File: config.mk
export PLATFORM = sky130hd
export DESIGN_NAME = lsmdf_ctrl
export DESIGN_NICKNAME = d
export VERILOG_FILES = /design/src/rtl/lsmdf_pkg.sv /design/src/rtl/lsmdf_ctrl.sv
export SDC_FILE = /design/constraint.sdc
export NUM_CORES = 1
export LEC_CHECK = 0
export ABC_CLOCK_PERIOD_IN_PS = 1400
export BUFFER_PORTS_ARGS = -buffer_cell sky130_fd_sc_hd__buf_2
export CAP_MARGIN = 25
export CORE_AREA = 2 2 39 41
export DETAILED_ROUTE_END_ITERATION = 10
export DIE_AREA = 0 0 41 43
export MAX_ROUTING_LAYER = met4
export PLACE_DENSITY = 0.32
export SYNTH_ARGS = -nofsm -noshare
export SYNTH_HDL_FRONTEND = slang
export SYNTH_SLANG_ARGS = --single-unit
File: constraint.sdc
create_clock -name clk -period 1.4 [get_ports clk]
set_input_delay 0.42 -clock clk [delete_from_list [all_inputs] [get_ports clk]]
set_output_delay 0.42 -clock clk [all_outputs]
set_load 0.01 [all_outputs]
File: src/rtl/lsmdf_pkg.sv
// shared constants and command/status types for the compaction drop filter
// no dependencies
package lsmdf_pkg;
	localparam int MAX_SNAPSHOTS  = 16;
	localparam int MAX_TOMBSTONES = 16;
	localparam int KEY_BITS = 64;
	localparam int SEQ_BITS = 56;
	localparam int SNAP_IDX_BITS = $clog2(MAX_SNAPSHOTS);
	localparam int SNAP_CNT_BITS = $clog2(MAX_SNAPSHOTS + 1);
	localparam int TOMB_IDX_BITS = $clog2(MAX_TOMBSTONES);
	localparam int TOMB_CNT_BITS = $clog2(MAX_TOMBSTONES + 1);

	localparam logic [1:0] MODE_BEGIN = 2'd0;
	localparam logic [1:0] MODE_SNAP  = 2'd1;
	localparam logic [1:0] MODE_TOMB  = 2'd2;
	localparam logic [1:0] MODE_ENTRY = 2'd3;

	localparam logic [1:0] ST_OK    = 2'd0;
	localparam logic [1:0] ST_ORDER = 2'd1;
	localparam logic [1:0] ST_FULL  = 2'd2;

	localparam logic CFG_BOTTOM = 1'b0;
	localparam logic CFG_PIN    = 1'b1;

	// controller -> datapath
	typedef struct packed {
		logic load;      // capture input item
		logic quick;     // handle non-walking item (begin, snapshot, tombstone)
		logic walk_init; // start snapshot walk
		logic walk_step; // evaluate one snapshot
		logic finish;    // resolve entry result
	} dp_cmd_t;

	// datapath -> controller
	typedef struct packed {
		logic need_walk;
		logic walk_done;
	} dp_sts_t;
endpackage

File: src/rtl/lsmdf_ctrl.sv
// controller state machine for the compaction drop filter
// depends on lsmdf_pkg
module lsmdf_ctrl (
	input  logic               clk,
	input  logic               arst_n,
	input  logic               start,
	output logic               busy,
	output logic               done,
	output lsmdf_pkg::dp_cmd_t cmd,
	input  lsmdf_pkg::dp_sts_t sts
);
	import lsmdf_pkg::*;

	localparam logic [2:0] S_IDLE = 3'd0;
	localparam logic [2:0] S_DISP = 3'd1;
	localparam logic [2:0] S_WALK = 3'd2;
	localparam logic [2:0] S_FIN  = 3'd3;
	localparam logic [2:0] S_OUT  = 3'd4;

	logic [2:0] state_q;

	assign busy = (state_q != S_IDLE);

	always_comb begin
		cmd = '0;
		cmd.load = (state_q == S_IDLE) && start;
		case (state_q)
			S_DISP: begin
				cmd.quick = !sts.need_walk;
				cmd.walk_init = sts.need_walk || 1'b0;
			end
			S_WALK: cmd.walk_step = 1'b1;
			S_FIN:  cmd.finish = 1'b1;
			default: ;
		endcase
	end

	always_ff @(posedge clk or negedge arst_n) begin
		if (!arst_n) begin
			state_q <= S_IDLE;
			done <= 1'b0;
		end else begin
			done <= 1'b0;
			case (state_q)
				S_IDLE: if (start) state_q <= S_DISP;
				S_DISP: state_q <= sts.need_walk ? S_WALK : S_OUT;
				S_WALK: if (sts.walk_done) state_q <= S_FIN;
				S_FIN:  state_q <= S_OUT;
				S_OUT: begin
					done <= 1'b1;
					state_q <= S_IDLE;
				end
				default: state_q <= S_IDLE;
			endcase
		end
	end
endmodule

==> results.toml <==
[global_route]
grt_usage = 0.09381
antenna_found_initial = 0
grt_max_degree = 9
grt_pass1_wl_microns = 1007
overflow = 0
grt_pass1_vias = 242

[clocking]
cts_root_buf = "clkbuf_4"
clk_pin_slew_worst_paths_ns = 0.04
numCtsBuffers = 3
cts.path.max_buffers = 2
clock_latency_ns = 0.23
h-tree-depth = 1
cts.sinks = 4
cts_tree = "built"

[sta]
rsz0062_at_grt = "true"
fin_crit_sh = 1.124
report.final.slew_viol_count = 0
finalHoldViolCount = 0
finalSetupViolations = 6
worst_slew_pin_slew_ns = 0.1731
fmax_mhz = 635.3
relSlewSlack = 0.8839
skew_ns = 0.006244
setup_slack_ns = -0.1740
fin_crit_ns = 1.574

[pwr]
intPower_uw = 544.2
switching_share = 0.3582
peakVddDrop_uv = 811.3
pwr-share-clk = 0.164
p_comb_frac = 0.571
leakagePower_uw = 0.0002003
pwr-share-seq = 0.264
p_switching_uw = 303.8
powerDensity_mw_per_mm2 = 2092

[placement]
place_congestion = 0.6773
place_inst = 46
port-buffer-count = 11
place_area_sq_um = 265.3
dp.final_hpwl_microns = 372.6

[layout]
final_layout_size_suffix_gt1_frac = 0.8049
nNetsFinal = 48
utilization = 0.2929
design_area_sq_um = 405.4
area_delta_synth_final_pct = 113.2
filler_cell_count = 150
fin_cells = 57
antenna-diode-count = 0

[logic_synthesis]
synth_top_family_by_area = "simple AND/OR/NAND/NOR gates"
syn_avg_cell_area_sq_um = 10.01
syn_nets = 24
synth_compound_area_frac = 0.1053
synthMuxAreaShare = 0
synthXorXnorAreaFrac = 0
yosys.area_share.simple = 0.3487
synth_area_sq_um = 190.2
synth_seq_area_share = 0.5263
ys_ff_latch = 4
synth_cell_type_count = 12
synth_fa_ha_area_frac = 0
yosys_warnings = 0
netlist_instances = 19

[route]
drtIter0Drc = 2
post_drt_wl_per_cell_microns = 10.65
drc = 0
ant_nets = 0
avgViaCountPerCell = 4.228
wirelength_microns = 607
vias = 241
dr.pass1.iters = 2

[floorplanning]
rows = 14
die_w_microns = 41
die_area_sq_mm = 0.001763
die_h_microns = 43
core_sq_mm = 0.001384
ios = 12
start_util = 0.1374

[flow_run]
drv_cap = 0

[worst_setup_path]
critical_path_class = "flop to output pin"
crit_path_start_kind = "flop"
cp_max_fo = 4
regToRegSetupSlack_ns = 0.44
cp.required_ns = 0.98
arrival_ns = 1.15
crit_path_end_kind = "output pin"

[run_status]
violations = "setup timing"
outcome = "complete, but fails checks"

[hold_path]
hold_path_class = "input port to flop"
synthesized netlist by cell type:
| master | instances | area share |
|---|---|---|
| a21oi_1 | 1 | 0.026 |
| nor2_1 | 2 | 0.039 |
| nand2b_1 | 3 | 0.099 |
| nor3_1 | 2 | 0.053 |
| inv_1 | 1 | 0.020 |
| nand2_1 | 1 | 0.020 |
| nor3b_1 | 1 | 0.039 |
| a211oi_1 | 1 | 0.039 |
| or3_1 | 1 | 0.033 |
| dfrtp_1 | 4 | 0.53 |
| nor3b_2 | 1 | 0.066 |
| o21bai_1 | 1 | 0.039 |
registers in the layout, indices dropped and copies added, names as in the netlist:
register / flops
state_q: 3
done: 1
critical path, cell delays in order (launching register included):
cell and delay, ns:
dfrtp_2 0.42, or3_1 0.36, buf_2 0.14
metal layers:
metal | vias up | track usage | wire length (microns)
met4 | 0 | 0.04000 | 14
met3 | 2 | 0.07853 | 55
li1 | 111 | - | -
met1 | 116 | 0.09385 | 233
met5 | - | - | 0
met2 | 12 | 0.1281 | 303
power by group through the flow:
stage | combinational (uW) | sequential [uW] | clock, uW
after floorplan | 150 | 211 | 0
after global placement | 249 | 218 | 0
after detailed placement | 246 | 223 | 0
after CTS | 388 | 213 | 148
after global routing | 528 | 234 | 161
final | 485 | 224 | 139
final timing paths:
kind	from	end	cells past startpoint
worst min register to register	state_q[0]	state_q[0]	2
max in group asynchronous	arst_n	state_q[2]	2
worst min-delay path	sts[0]	state_q[0]	3
worst max-delay path	state_q[0]	busy	2
worst max register to register	state_q[0]	state_q[1]	3
min in group asynchronous	arst_n	state_q[0]	2
cell type report:
| type | count | area, sq um | area share |
|---|---|---|---|
| repair buffers | 19 | 125.1 | 0.3086 |
| flip-flops and latches | 4 | 103.9 | 0.2562 |
| well taps | 16 | 20.02 | 0.04938 |
| multi-input cells | 14 | 130.1 | 0.3210 |
| inverters | 1 | 3.754 | 0.009259 |
| clock buffers | 3 | 22.52 | 0.05556 |
per-stage QoR:
| step | hold WS [ns] | TNS [ns] | total power [uW] | setup slack, ns |
|---|---|---|---|---|
| finish | 0.4431 | -0.7013 | 848.0 | -0.1740 |
| global placement | 0.2348 | 0 | 466.9 | 0.06047 |
| CTS | 0.4108 | -0.8217 | 749.3 | -0.1813 |
| global route | 0.4368 | -1.061 | 922.4 | -0.2199 |
| floorplan | 0.1244 | 0 | 361.3 | 0.1036 |
| detailed placement | 0.2323 | 0 | 468.7 | 0.04348 |
cell families (layout without fill, tap and decap cells):
kind of cell	after synthesis	after routing
AOI/OAI and AO/OA	3	3
buffers and inverters	1	23
DFF	4	4
and+or+nand+nor	11	11
repair_timing:
action / 4_1_cts / 5_1_grt
cloned: 0 / 0
hold endpoints to repair: 4 / 0
setup buffers: 5 / 2
pin swaps: 2 / 2
hold buffers: 1 / 0
resized for setup: 4 / 10
setup endpoints to repair: 6 / 6
layout by cell type, fill, tap and decap left out:
cell type / netlist / final
nand2b_4: 0 / 3
buf_2: 0 / 11
nor3b_4: 0 / 1
a211oi_1: 1 / 1
buf_4: 0 / 5
nor3_2: 0 / 2
a21oi_1: 1 / 1
dfrtp_1: 4 / 1
clkbuf_4: 0 / 3
dfrtp_2: 0 / 3
nand2_1: 1 / 1
nor3b_1: 1 / 1
buf_6: 0 / 2
inv_2: 0 / 1
nor2_2: 0 / 2
or3_1: 1 / 1
dlygate4sd3_1: 0 / 1
o21bai_1: 1 / 1
Power figures use the tool's default switching activity.
